### src/rtl/core/bctm_pkg.sv
// shared types, constants and hash mix for the block coverage trace monitor
// used by the controller, datapath and top level; no dependencies
package bctm_pkg;

  localparam int SET_DEPTH    = 4096;
  localparam int RING_DEPTH   = 1024;
  localparam int IGNORE_SLOTS = 4;
  localparam int SET_AW       = $clog2(SET_DEPTH);
  localparam int RING_AW      = $clog2(RING_DEPTH);
  localparam int CFG_AW       = 3;

  localparam logic [63:0] MIX_MULT     = 64'hff51afd7ed558ccd;
  localparam logic [32:0] IDLE_RUN_MAX = 33'h1ffffffff;
  localparam logic [31:0] IDLE_LIMIT_RST  = 32'd1000000;
  localparam logic [31:0] STALE_LIMIT_RST = 32'd50000000;

  localparam logic [1:0] CMD_EXEC   = 2'd0;
  localparam logic [1:0] CMD_XLATE  = 2'd1;
  localparam logic [1:0] CMD_READ   = 2'd2;
  localparam logic [1:0] CMD_UNUSED = 2'd3;

  localparam logic [1:0] CAUSE_NONE  = 2'd0;
  localparam logic [1:0] CAUSE_IDLE  = 2'd1;
  localparam logic [1:0] CAUSE_STALE = 2'd2;

  localparam logic [CFG_AW-1:0] REG_IGN_A    = 3'd0;
  localparam logic [CFG_AW-1:0] REG_IGN_B    = 3'd1;
  localparam logic [CFG_AW-1:0] REG_IGN_C    = 3'd2;
  localparam logic [CFG_AW-1:0] REG_IGN_D    = 3'd3;
  localparam logic [CFG_AW-1:0] REG_IGN_USED = 3'd4;
  localparam logic [CFG_AW-1:0] REG_IDLE_LIM = 3'd5;
  localparam logic [CFG_AW-1:0] REG_STALE_LIM = 3'd6;

  typedef struct packed {
    logic [1:0]  cmd;
    logic [31:0] block_addr;
    logic [9:0]  entry_offset;
  } in_req_t;

  typedef struct packed {
    logic        stopped;
    logic [1:0]  stop_cause;
    logic [63:0] executed_total;
    logic [12:0] distinct_blocks;
    logic [10:0] retained_entries;
    logic [31:0] entry_addr;
    logic [31:0] entry_repeats;
  } out_res_t;

  typedef enum logic [3:0] {
    ST_CLEAR, ST_IDLE, ST_MIX1, ST_MIX2, ST_MIX3, ST_MIX4,
    ST_PROBE_RD, ST_PROBE_CHK, ST_RING, ST_UPDATE, ST_READ, ST_DONE
  } state_t;

  // controller to datapath
  typedef struct packed {
    logic clr_step;
    logic load;
    logic mix1;
    logic mix2;
    logic mix3;
    logic mix4;
    logic probe_rd;
    logic probe_chk;
    logic ring;
    logic update;
    logic read;
    logic done;
  } dp_cmd_t;

  // datapath to controller
  typedef struct packed {
    logic clr_last;
    logic probe_end;
  } dp_sts_t;

endpackage

### src/rtl/core/bctm_ctrl.sv
// controller state machine for the block coverage trace monitor
// depends on bctm_pkg
module bctm_ctrl import bctm_pkg::*; (
  input  logic     clk,
  input  logic     rst_n,
  input  logic     start,
  input  logic [1:0] cmd,
  input  dp_sts_t  sts,
  output logic     busy,
  output dp_cmd_t  dcmd
);

  state_t state_r, state_nxt;

  always_ff @(posedge clk) begin
    if (!rst_n) state_r <= ST_CLEAR;
    else        state_r <= state_nxt;
  end

  always_comb begin
    state_nxt = state_r;
    case (state_r)
      ST_CLEAR:     if (sts.clr_last) state_nxt = ST_IDLE;
      ST_IDLE: begin
        if (start) begin
          if (cmd == CMD_EXEC)      state_nxt = ST_MIX1;
          else if (cmd == CMD_READ) state_nxt = ST_READ;
          else                      state_nxt = ST_DONE;
        end
      end
      ST_MIX1:      state_nxt = ST_MIX2;
      ST_MIX2:      state_nxt = ST_MIX3;
      ST_MIX3:      state_nxt = ST_MIX4;
      ST_MIX4:      state_nxt = ST_PROBE_RD;
      ST_PROBE_RD:  state_nxt = ST_PROBE_CHK;
      ST_PROBE_CHK: state_nxt = sts.probe_end ? ST_RING : ST_PROBE_RD;
      ST_RING:      state_nxt = ST_UPDATE;
      ST_UPDATE:    state_nxt = ST_DONE;
      ST_READ:      state_nxt = ST_DONE;
      ST_DONE:      state_nxt = ST_IDLE;
      default:      state_nxt = ST_IDLE;
    endcase
  end

  always_comb begin
    dcmd = '0;
    busy = 1'b1;
    case (state_r)
      ST_CLEAR:     dcmd.clr_step = 1'b1;
      ST_IDLE: begin
        busy = 1'b0;
        dcmd.load = start;
      end
      ST_MIX1:      dcmd.mix1 = 1'b1;
      ST_MIX2:      dcmd.mix2 = 1'b1;
      ST_MIX3:      dcmd.mix3 = 1'b1;
      ST_MIX4:      dcmd.mix4 = 1'b1;
      ST_PROBE_RD:  dcmd.probe_rd = 1'b1;
      ST_PROBE_CHK: dcmd.probe_chk = 1'b1;
      ST_RING:      dcmd.ring = 1'b1;
      ST_UPDATE:    dcmd.update = 1'b1;
      ST_READ:      dcmd.read = 1'b1;
      ST_DONE:      dcmd.done = 1'b1;
      default:      dcmd = '0;
    endcase
  end

endmodule

### config.mk
export PLATFORM = sky130hd
export DESIGN_NAME = bctm_ctrl
export DESIGN_NICKNAME = d
export VERILOG_FILES = /design/src/rtl/core/bctm_pkg.sv /design/src/rtl/core/bctm_ctrl.sv
export SDC_FILE = /design/constraint.sdc
export NUM_CORES = 1
export LEC_CHECK = 0
export BUFFER_PORTS_ARGS = -buffer_cell sky130_fd_sc_hd__buf_2
export CAP_MARGIN = 5
export CORE_AREA = 2 2 39 41
export DETAILED_ROUTE_END_ITERATION = 16
export DIE_AREA = 0 0 41 43
export GPL_TIMING_DRIVEN = 0
export HOLD_SLACK_MARGIN = 0.08
export PLACE_DENSITY = 0.51
export SETUP_SLACK_MARGIN = 0.4
export SLEW_MARGIN = 5
export SYNTH_ARGS = -nofsm -noshare
export SYNTH_HDL_FRONTEND = slang
export SYNTH_SLANG_ARGS = --single-unit
### constraint.sdc
create_clock -name clk -period 1.4 [get_ports clk]
set_input_delay 0.14 -clock clk [delete_from_list [all_inputs] [get_ports clk]]
set_output_delay 0.14 -clock clk [all_outputs]
set_load 0.005 [all_outputs]
==> summary.txt <==
Status
  – Status: finished, violations left
  – Failing checks: setup timing

Global route
  – Vias in the first global route: about 360
  – Congestion Overflow GR: 0
  – Maximum number of pins on one net before global-route repair: 11
  – Initial antenna violation count: 0
  – First-pass GRT wire length: 1390 um
  – Aggregate global-route resource usage: between 10% and 20%

Clock tree
  – CTS tree: yes
  – Clk Latency, worst-skew pair: 230 ps
  – Clock root buffer: clkbuf_4
  – Clock buffer depth: 2
  – H-tree levels: 1
  – Sink Count: 4
  – Hold-fix buffers, CTS: 0
  – Reg clk slew, reported paths: 40 ps
  – Num CTS Buffers: 3

STA
  – Rel. slew slack: 76.1%
  – Final Setup Violations: 3
  – Worst setup margin: -69.3 ps
  – Slew Viols, Final: 0
  – Final hold vios: 0
  – Fmax: between 600 and 700 MHz
  – RSZ-0062 raised after global routing: true
  – Clock skew: between 1.5 and 2 ps
  – Worst slew pin tran: around 350 ps
  – Hold WS: roughly 170 ps
  – Fin crit period: about 1500 ps
  – Final period util: 105%

Critical path
  – Req. time, crit path: 1260 ps
  – CP arrival: 1330 ps
  – Crit-path cells: buf_6, or4b_4, nor2_1, buf_2
  – Reg2reg setup slack: roughly 100 ps
  – R2r endpoint: state_r[3]
  – Critical Path Source Type: flop
  – Worst path max stage delay: between 400 and 500 ps
  – Critical-path cell with the highest stage delay: or4b_4
  – Critical path origin: state_r[1]
  – Bufs and invs on worst path: 2
  – Reg2Reg Launch Point: state_r[1]
  – Worst Setup End Kind: primary output
  – CP Class: reg -> out
  – Crit-path max FO: 3
  – Worst setup path end: dcmd[10]
  – Critical path depth: 4
  – Worst path top cell family by delay: simple AND/OR/NAND/NOR gates
  – FF-to-FF path depth: 4

Logic synthesis
  – Post-Syn Instances: 44
  – Synth Cell Area: 318 um^2
  – Post-synthesis sequential area ratio: between 20% and 30%
  – Mapped Nets: 51
  – Synth async-reset ratio: 0%
  – YS warnings: 0
  – Top cell type's share of synthesized area: around 25%
  – Post-synth EDFFs: 0
  – Register bit count reported by yosys: 4
  – Top_reg_cell synth: dfxtp_1
  – Dominant cells by area after synthesis: dfxtp_1 (25%), nor2_1 (11%), nor3_1 (6.3%)
  – Count of cell types in the netlist: 22
  – Synth area leader: dfxtp_1
  – Avg Inst Size Synth: 7.22 um^2

Finish
  – Synthesis-to-layout area growth: 114%
  – Top flop regs: state_r (4)
  – Top reg by flops: state_r
  – ANT cells: 0
  – Layout net count: a little under 90
  – Layout cells sized above 1: approximately three quarters
  – Max reg flops: 4

Hold path
  – Min-delay worst type: in -> reg

Route
  – Drt wl/cell: around 11 um
  – DRC: 0
  – DR vias: around 440
  – First-pass iteration count of the detailed router: 2
  – Iteration-0 DRC Markers: 1
  – Via/cell ratio: around 4.7
  – Final Routed Wirelength: approximately 1100 um
  – Final ANT Viol Nets: 0

Floorplanning
  – Core Box Area: roughly 0.0014 mm^2
  – Cell Rows: 14
  – # IOs: 20
  – DIE WIDTH: ~41 um
  – Die Ht: 43 um
  – Starting density of the core: 23.0%
  – Die area: 0.00176 mm^2

Power and ir drop
  – Pleak: between 0.3 and 0.4 nW
  – Pwr Density: around 600 mW/mm^2
  – VDD IR max: about 0.34 mV
  – Total power: 409 uW

Run
  – Max Cap Viol: 0

Placement
  – Pre-CTS setup slack: just over 50 ps
  – IO buf count: 19
  – Detail Placement HPWL: roughly 660 um
  – GPL Wtd Cong: approximately 0.74
-- worst register-to-register path, stage by stage, from the launching register on --
cell and delay, ps:
dfxtp_2 310, buf_6 110, or4b_4 480, o21bai_1 180, a21oi_1 140
-- synth_stat cells (all sizes together) (2+ instances only) --
cell type and count:
a2111oi 2, nor2 9, dfxtp 4, inv 4, buf 4, nor3 4
nand2b 3, a21oi 2
-- how the worst min path moves through the flow --
| stage | start | endpoint | slack (ps) | cells past startpoint |
|---|---|---|---|---|
| finish | sts[1] | state_r[0] | 170 | 3 |
| global route | rst_n | state_r[2] | 180 | 2 |
| CTS | rst_n | state_r[2] | 150 | 2 |
| detailed placement | rst_n | state_r[2] | 390 | 2 |
| global placement | rst_n | state_r[2] | 380 | 2 |
| floorplan | rst_n | state_r[0] | 280 | 2 |
-- final cells by class --
type,count,area [um^2]
Inverter,4,15.0
Timing Repair Buffer,32,203
Buffer,4,45.0
Tap cell,16,20.0
Clock buffer,3,22.5
Sequential cell,4,86.3
Multi-Input combinational cell,32,289
Fill cell,141,703
-- cells by family (layout without fill, tap and decap cells) --
kind of cell	after synthesis	count (layout)	synth area share, %
and+or+nand+nor	22	22	36.6
AOI/OAI and AO/OA	10	10	25.2
buffers and inverters	8	43	13.0
DFF	4	4	25.2
-- cells in the final DEF (no fill, tap or decap), drive strengths merged --
cell type and instances:
or2b 1, o21ai 1, a41oi 1, nand2 1, nor4 1, buf 36
nand2b 3, a211o 1, a2111oi 2, a21o 1, nor3 4, and3 1
a21oi 2, dfxtp 4, inv 4, nor2b 1, o21bai 1, clkbuf 3
a221oi 1, nor2 9, or4b 1
-- where the power goes --
group | switching [mW] | leakage (nW) | internal, mW | total (mW)
Sequential | 0.00448 | 0.0344 | 0.119 | 0.124
Clock | 0.0429 | 0.0138 | 0.0956 | 0.138
Combinational | 0.0664 | 0.301 | 0.0806 | 0.147
-- per-stage QoR --
stage | std cells | cell area (um^2) | utilization (%) | setup TNS [ps]
global route | 95 | 681 | 49.2 | -317
global placement | 79 | 437 | 31.6 | 0
finish | 95 | 681 | 49.2 | -88.5
floorplan | 44 | 322 | - | 0
detailed placement | 79 | 437 | 31.6 | 0
CTS | 90 | 587 | 42.4 | -245
-- what timing repair did --
action / in CTS / in global routing
gates resized for setup: 14 / 17
pin swaps: 4 / 9
buffers inserted: 7 / 4
endpoints found under the setup margin: 17 / 17
gates cloned: 1 / 1
hold endpoints to repair: 0 / 0
-- per-layer routing --
metal  routed length (um)  track usage [%]  up-vias
met1                  426             13.1      199
met4                    8             10.0        0
met2                  545             18.8       14
met3                   80             1.57        2
li1                     -                -      229
met5                    0                0        -
Note: power is estimated with default switching activity, not from simulation.
